$ cat src/rtl/core/iruwr_pkg.sv
// Package for the windowed IR UART receiver core.
// Holds the item types, register codes and reset constants; depends on nothing.
package iruwr_pkg;

   localparam int unsigned BIT_TICKS_W  = 16;
   localparam int unsigned WINDOW_W     = 10;
   localparam int unsigned WAIT_W       = 22;
   localparam int unsigned TICK_W       = 20;
   localparam int unsigned SLOT_W       = 4;
   localparam int unsigned CHAR_W       = 7;
   localparam int unsigned CSR_ADDR_W   = 4;
   localparam int unsigned CSR_DATA_W   = 32;

   localparam logic [BIT_TICKS_W-1:0] BIT_TICKS_RESET    = 16'd417;
   localparam logic [WINDOW_W-1:0]    WIN_START_RESET    = 10'd40;
   localparam logic [WINDOW_W-1:0]    WIN_END_RESET      = 10'd20;
   localparam logic [3:0]             FRAME_BITS         = 4'd10;
   localparam logic [CHAR_W-1:0]      CHAR_MASK          = 7'h7F;
   localparam logic [SLOT_W-1:0]      SLOT_LAST          = 4'd15;
   localparam logic [SLOT_W-1:0]      SLOT_DATA_FIRST    = 4'd1;
   localparam logic [SLOT_W-1:0]      SLOT_DATA_LAST     = 4'd8;

   localparam logic [1:0] REG_BIT_TICKS    = 2'd0;
   localparam logic [1:0] REG_WIN_START    = 2'd1;
   localparam logic [1:0] REG_WIN_END      = 2'd2;

   localparam logic KIND_CHAR    = 1'b0;
   localparam logic KIND_TIMEOUT = 1'b1;

   typedef struct packed {
      logic              rx_level;
      logic [WAIT_W-1:0] wait_limit;
   } req_item_type;

   typedef struct packed {
      logic              kind;
      logic [CHAR_W-1:0] char_value;
   } rsp_item_type;

endpackage

$ cat src/rtl/core/ir_uart_window_receiver_core.sv
// Windowed pulse receiver for an optical 7E1 line: one line sample per item.
// A result is registered into the result queue when the item that causes it is accepted.
// Throughput: one item per cycle while input is not stalled; the frame logic is a single registered pass per sample.
// A two-entry result queue lets input continue while one result waits; input stalls
// only when both entries are full. Synchronous reset clears all control state and
// loads the register reset values; no clearing pass is needed.
module ir_uart_window_receiver_core
   import iruwr_pkg::*;
(
   input  logic                  clock,
   input  logic                  reset,
   input  logic                  req_valid,
   output logic                  req_stall,
   input  req_item_type          req_data,
   output logic                  rsp_valid,
   input  logic                  rsp_stall,
   output rsp_item_type          rsp_data,
   input  logic                  csr_psel,
   input  logic                  csr_penable,
   input  logic                  csr_pwrite,
   input  logic [CSR_ADDR_W-1:0] csr_paddr,
   input  logic [CSR_DATA_W-1:0] csr_pwdata,
   output logic [CSR_DATA_W-1:0] csr_prdata,
   output logic                  csr_pready
);

   logic [BIT_TICKS_W-1:0] bit_ticks_ff;
   logic [WINDOW_W-1:0]    win_start_ff;
   logic [WINDOW_W-1:0]    win_end_ff;

   logic                   receiving_ff, receiving_in;
   logic [TICK_W-1:0]      tick_ff, tick_in;
   logic [WAIT_W-1:0]      idle_ff, idle_in;
   logic [7:0]             raw_ff, raw_in;
   logic [SLOT_W-1:0]      slot_ff, slot_in;

   logic                   head_valid_ff, head_valid_in;
   logic                   tail_valid_ff, tail_valid_in;
   rsp_item_type           head_ff, head_in;
   rsp_item_type           tail_ff, tail_in;

   logic                   csr_write;
   logic                   accept;
   logic                   pop;
   logic                   push;
   rsp_item_type           result;

   logic [TICK_W-1:0]      cur_tick;
   logic [SLOT_W-1:0]      cur_slot;
   logic [TICK_W-1:0]      cur_start;
   logic [TICK_W-1:0]      cur_end;
   logic [7:0]             cur_raw;
   logic [TICK_W:0]        end_plus;
   logic                   slot_step;
   logic [SLOT_W-1:0]      slot_c;
   logic [TICK_W-1:0]      start_c;
   logic [TICK_W-1:0]      end_c;
   logic                   hit;
   logic [2:0]             hit_index;
   logic [7:0]             raw_c;
   logic [TICK_W-1:0]      frame_len;
   logic                   frame_done;
   logic [WAIT_W:0]        idle_next;

   assign csr_pready = 1'b1;
   assign csr_write  = csr_psel && csr_penable && csr_pwrite && csr_pready;

   always_ff @(posedge clock) begin
      if (reset) begin
         bit_ticks_ff <= BIT_TICKS_RESET;
         win_start_ff <= WIN_START_RESET;
         win_end_ff   <= WIN_END_RESET;
      end else if (csr_write) begin
         unique case (csr_paddr[3:2])
            REG_BIT_TICKS: begin
               bit_ticks_ff <= csr_pwdata[BIT_TICKS_W-1:0];
            end
            REG_WIN_START: begin
               win_start_ff <= csr_pwdata[WINDOW_W-1:0];
            end
            REG_WIN_END: begin
               win_end_ff <= csr_pwdata[WINDOW_W-1:0];
            end
            default: begin
            end
         endcase
      end
   end

   always_comb begin
      unique case (csr_paddr[3:2])
         REG_BIT_TICKS: csr_prdata = CSR_DATA_W'(bit_ticks_ff);
         REG_WIN_START: csr_prdata = CSR_DATA_W'(win_start_ff);
         REG_WIN_END:   csr_prdata = CSR_DATA_W'(win_end_ff);
         default:       csr_prdata = '0;
      endcase
   end

   assign req_stall = tail_valid_ff;
   assign accept    = req_valid && !req_stall;
   assign rsp_valid = head_valid_ff;
   assign rsp_data  = head_ff;
   assign pop       = head_valid_ff && !rsp_stall;

   // The start tick of a frame is processed with the initial frame values.
   assign cur_tick  = receiving_ff ? tick_ff       : '0;
   assign cur_slot  = receiving_ff ? slot_ff       : '0;
   assign cur_raw   = receiving_ff ? raw_ff        : '0;

   // Slot bounds follow the current bit period on every tick.
   assign cur_start = TICK_W'(cur_slot) * TICK_W'(bit_ticks_ff);
   assign cur_end   = cur_start + TICK_W'(bit_ticks_ff);

   assign end_plus  = (TICK_W+1)'(cur_end) + (TICK_W+1)'(bit_ticks_ff);
   assign slot_step = (bit_ticks_ff != '0) && (cur_slot != SLOT_LAST) && (cur_tick >= cur_end);
   assign slot_c    = slot_step ? cur_slot + 1'b1 : cur_slot;
   assign start_c   = slot_step ? cur_end : cur_start;
   assign end_c     = slot_step ? end_plus[TICK_W-1:0] : cur_end;

   assign hit = !req_data.rx_level
             && (slot_c >= SLOT_DATA_FIRST) && (slot_c <= SLOT_DATA_LAST)
             && ((TICK_W+1)'(cur_tick) >= (TICK_W+1)'(start_c) + (TICK_W+1)'(win_start_ff))
             && ((TICK_W+1)'(cur_tick) + (TICK_W+1)'(win_end_ff) < (TICK_W+1)'(end_c));
   assign hit_index = 3'(slot_c - SLOT_DATA_FIRST);

   always_comb begin
      raw_c = cur_raw;
      if (hit) begin
         raw_c[hit_index] = 1'b1;
      end
   end

   assign frame_len  = TICK_W'(bit_ticks_ff) * TICK_W'(FRAME_BITS);
   assign frame_done = ((TICK_W+1)'(cur_tick) + 1'b1) >= (TICK_W+1)'(frame_len);
   assign idle_next  = (WAIT_W+1)'(idle_ff) + 1'b1;

   always_comb begin
      receiving_in  = receiving_ff;
      tick_in       = tick_ff;
      idle_in       = idle_ff;
      raw_in        = raw_ff;
      slot_in       = slot_ff;
      push          = 1'b0;
      result        = '0;
      if (accept) begin
         if (!receiving_ff && req_data.rx_level) begin
            if (idle_next > (WAIT_W+1)'(req_data.wait_limit)) begin
               idle_in     = '0;
               push        = 1'b1;
               result.kind = KIND_TIMEOUT;
            end else begin
               idle_in = idle_next[WAIT_W-1:0];
            end
         end else begin
            if (!receiving_ff) begin
               idle_in = '0;
            end
            if (frame_done) begin
               receiving_in      = 1'b0;
               tick_in           = '0;
               slot_in           = '0;
               push              = 1'b1;
               result.kind       = KIND_CHAR;
               result.char_value = ~raw_c[CHAR_W-1:0] & CHAR_MASK;
            end else begin
               receiving_in  = 1'b1;
               tick_in       = cur_tick + 1'b1;
               slot_in       = slot_c;
               raw_in        = raw_c;
            end
         end
      end
   end

   always_comb begin
      head_valid_in = head_valid_ff;
      tail_valid_in = tail_valid_ff;
      head_in       = head_ff;
      tail_in       = tail_ff;
      if (pop) begin
         head_valid_in = tail_valid_ff;
         head_in       = tail_ff;
         tail_valid_in = 1'b0;
      end
      if (push) begin
         if (!head_valid_in) begin
            head_valid_in = 1'b1;
            head_in       = result;
         end else begin
            tail_valid_in = 1'b1;
            tail_in       = result;
         end
      end
   end

   always_ff @(posedge clock) begin
      if (reset) begin
         receiving_ff  <= 1'b0;
         tick_ff       <= '0;
         idle_ff       <= '0;
         raw_ff        <= '0;
         slot_ff       <= '0;
         head_valid_ff <= 1'b0;
         tail_valid_ff <= 1'b0;
      end else begin
         receiving_ff  <= receiving_in;
         tick_ff       <= tick_in;
         idle_ff       <= idle_in;
         raw_ff        <= raw_in;
         slot_ff       <= slot_in;
         head_valid_ff <= head_valid_in;
         tail_valid_ff <= tail_valid_in;
      end
   end

   always_ff @(posedge clock) begin
      head_ff       <= head_in;
      tail_ff       <= tail_in;
   end

   // The second queue entry is only ever filled behind a valid head.
   a_tail_behind_head: assert property (@(posedge clock) disable iff (reset)
      tail_valid_ff |-> head_valid_ff)
      else $error("result queue tail valid without head");

   // Outside a frame the frame counters are parked at zero.
   a_idle_counters: assert property (@(posedge clock) disable iff (reset)
      !receiving_ff |-> (tick_ff == '0) && (slot_ff == '0))
      else $error("frame counters not cleared outside a frame");

   // The end of a frame always leaves a result waiting at the output.
   a_frame_end_result: assert property (@(posedge clock) disable iff (reset)
      ($fell(receiving_ff) && !$past(reset)) |-> head_valid_ff)
      else $error("frame ended without a result");

   // A timeout item never carries a character.
   a_timeout_empty: assert property (@(posedge clock) disable iff (reset)
      (head_valid_ff && (head_ff.kind == KIND_TIMEOUT)) |-> (head_ff.char_value == '0))
      else $error("timeout item with nonzero character");

endmodule
$ cat config.mk
export PLATFORM = sky130hd
export DESIGN_NAME = ir_uart_window_receiver_core
export DESIGN_NICKNAME = d
export VERILOG_FILES = /design/src/rtl/core/iruwr_pkg.sv /design/src/rtl/core/ir_uart_window_receiver_core.sv
export SDC_FILE = /design/constraint.sdc
export NUM_CORES = 1
export LEC_CHECK = 0
export BUFFER_PORTS_ARGS = -buffer_cell sky130_fd_sc_hd__buf_4
export CAP_MARGIN = 20
export CORE_MARGIN = 3
export CORE_UTILIZATION = 48
export DETAILED_ROUTE_END_ITERATION = 12
export PLACE_DENSITY = 0.67
export SLEW_MARGIN = 30
export SYNTH_ARGS = -nofsm -noshare
export SYNTH_HDL_FRONTEND = slang
export SYNTH_SLANG_ARGS = --single-unit
$ cat constraint.sdc
create_clock -name clock -period 27.1 [get_ports clock]
set_input_delay 2.71 -clock clock [delete_from_list [all_inputs] [get_ports clock]]
set_output_delay 2.71 -clock clock [all_outputs]
set_load 0.005 [all_outputs]
==> results.md <==
* Starting Density at 49.6%
* Critical Path Sink Type: flip-flop
* Combinational share of power at 11.4%
* Global Route Usage Sum at 24.0%
* Number of global-route vias before repair at 12100
* Via density at 5.71
* Post-synth EDFFs at 8
* Worst path bufs/invs at 4
* Status: finished clean
* Worst setup path class: flip-flop to flip-flop
* First-pass GRT wire length at 61.2 mm
* DRT antenna net count at 0
* Placer Congestion at 0.900
* Setup Fix Bufs, Post-CTS at 0
* Pwr dens at 22.8 nW/um^2
* Initial antenna violation count at 0
* Syn Std Cell Area at 14000 um^2
* DRT iter0 DRCs at 880
* Leakage at 7.39 nW
* Final TNS setup at 0 ps
* Vias post-DR at 12900
* Sequential-to-total area share from yosys stat at 16.0%
* Power Total at 0.345 mW
* Net Sw Frac at 29.4%
* Crit path launch type: flip-flop
* Max incr delay on CP at 800 ps
* CP max-delay cell: dfxtp_2
* Worst path arrival time at 15160 ps
* Psw at 0.102 mW
* RSZ-0062 raised after global routing: false
* Largest net degree at the start of global routing at 89
* Hold_ws at 476 ps
* Placed Area at 14800 um^2
* Worst Path Required at 27200 ps
* Critical path fanouts, max at 46
* Total Routed Length at 37.9 mm
* Total gr overflow at 0
* Clock share of power at 40.9%
* Min Tclk post-route at 15060 ps
* Synth Flop Type: dfxtp_1
* Syn Area/Cell at 7.62 um^2
* Tightest Pin Transition at 969 ps
* Share of cells above drive strength 1 at 7.57%
* Most common cell after layout, fill and taps aside: ha_1
* Hold Buf Count CTS at 0
* Yosys cell types at 84
* Final hold vios at 0
* Final HPWL DP at 29.3 mm
* Root Buffer: clkbuf_16
* Max Cap Viol at 0
* P&R area growth vs syn at 8.04%
* Worst Skew at 16.4 ps
* Post-synthesis register bit count at 108
* Rows at 61
* Family with the most delay on the worst path: compound AO/OA/AOI/OAI gates
* Fill cells at 2745
* H-tree depth at 3
* Ys async rst share at 0%
* Clock tree buffer depth at 2
* CTS clk-pin slew, worst paths at 90 ps
* Placeable core area at 28200 um^2
* Crit share post-route at 55.6%
* CTS resizes at 0
* Wire per inst at 16.8 um
* Finished Layout Cells at 2253
* Worst min-delay path category: flip-flop to flip-flop
* Buffers added on ports at 73
* Most frequent cells in the layout: ha_1 (205), nand2_1 (204), inv_1 (166)
* Die height at 177 um
* Fmax at 0.0664 GHz
* IO Pins at 109
* Slew Limit Fails at 0
* Chip width at 177 um
* Part of the power in registers at 47.7%
* Post-Syn Instances at 1839
* Antenna cells at 0
* Yosys warning count at 0
* Max VDD drop at 0.0262 mV
* Endpoints failing setup at 0
* Placed instance count at 2237
* Final Net Count at 2174
* Num CTS Buffers at 9
* Residual DRC count at 0
* TritonCTS clock tree: built
* DR pass1 iterations at 5
* Post-Layout Inst Area at 15100 um^2
* Internal power at 0.244 mW
* DIE AREA at 31300 um^2
* Relative slew margins at 35.4%
* Skew-Pair Late Insertion Delay at 370 ps
* Clk sink count at 108
==> worst min-delay path: cells and delay by family, from the launching register on <==
family / cells / cell delay [ps]
flip-flops: 1 / 330
AND/OR/NAND/NOR: 1 / 60
AO/OA/AOI/OAI: 1 / 50
==> layout make-up <==
class                           count  area (um^2)  share of cell area, %
Timing Repair Buffer               85          638                   4.22
Inverter                          168          631                   4.17
Clock inverter                      7         75.1                  0.496
Multi-Input combinational cell   1498        10900                   71.7
Tap cell                          378          473                   3.12
Clock buffer                        9          225                   1.49
Sequential cell                   108         2240                   14.8
==> kinds of logic (layout without fill, tap and decap cells) <==
kind of cell,Yosys count,after routing,share of synthesized area (%)
AO/OA/AOI/OAI,435,435,19.7
multiplexers,43,43,3.23
AND/OR/NAND/NOR,642,642,23.0
adder cells (fa/ha/maj),240,240,23.2
flip-flops,108,108,16.0
other,2,17,0.0536
buffers and inverters,248,269,7.15
XOR/XNOR,121,121,7.62
==> flip-flops by register name (all words and copies together) (netlist names) <==
| name | flops |
|---|---|
| rsp_valid | 1 |
| tick_ff | 20 |
| req_stall | 1 |
| win_end_ff | 10 |
| bit_ticks_ff | 16 |
| receiving_ff | 1 |
| raw_ff | 7 |
| tail_ff | 8 |
| rsp_data | 8 |
| idle_ff | 22 |
| slot_ff | 4 |
| win_start_ff | 10 |
==> routing by layer <==
metal | GRT usage (%) | wire length [um]
met1 | 31.2 | 17200
met2 | 41.2 | 17600
met3 | 2.79 | 1840
met4 | 8.67 | 1280
met5 | 0 | 0
==> worst paths after layout <==
path	slack, ps	cells past startpoint	from	endpoint
worst max-delay path	12040	55	receiving_ff$_SDFFE_PP0P_	tail_ff[2]$_DFFE_PP_
worst min-delay path	480	2	idle_ff[21]$_SDFFE_PP0P_	idle_ff[21]$_SDFFE_PP0P_
worst max register to register	12040	55	receiving_ff$_SDFFE_PP0P_	tail_ff[2]$_DFFE_PP_
worst min register to register	480	2	idle_ff[21]$_SDFFE_PP0P_	idle_ff[21]$_SDFFE_PP0P_
==> power by group through the flow <==
| stage | Combinational (mW) | Sequential [mW] | Clock, mW |
|---|---|---|---|
| 2_1_floorplan | 0.0275 | 0.166 | 0 |
| 3_3_place_gp | 0.0381 | 0.168 | 0 |
| 3_5_place_dp | 0.0390 | 0.168 | 0 |
| 4_1_cts | 0.0393 | 0.165 | 0.145 |
| 5_1_grt | 0.0443 | 0.165 | 0.150 |
| 6_report | 0.0395 | 0.165 | 0.141 |
==> Yosys cell counts (all sizes together), types with 8 or more instances <==
cell	count	area, um^2
a211o	8	70.1
a211oi	14	110
a21o	38	285
a21oi	165	830
a22oi	12	90.1
a31oi	12	75.1
and2	21	131
and3	67	424
buf	26	169
clkbuf	54	203
dfxtp	100	2000
edfxtp	8	240
fa	33	661
ha	205	2560
inv	166	623
mux2	15	169
mux2i	28	284
nand2	204	766
nand2b	31	194
nand3	42	210
nand4	20	125
nor2	128	480
nor2b	27	169
nor3	23	115
nor3b	21	158
nor4	18	134
o211ai	10	80.1
o21a	25	188
o21ai	72	360
o21bai	19	143
xnor2	85	752
xor2	36	315
==> per-stage QoR <==
stage               utilization (%)  worst slack [ps]
finish                         53.6             12040
detailed placement             52.5             12350
global route                   53.6             11100
CTS                            53.6             12290
global placement               52.5             12160
floorplan                         -             13940
Note: power is estimated with default switching activity, not from simulation.
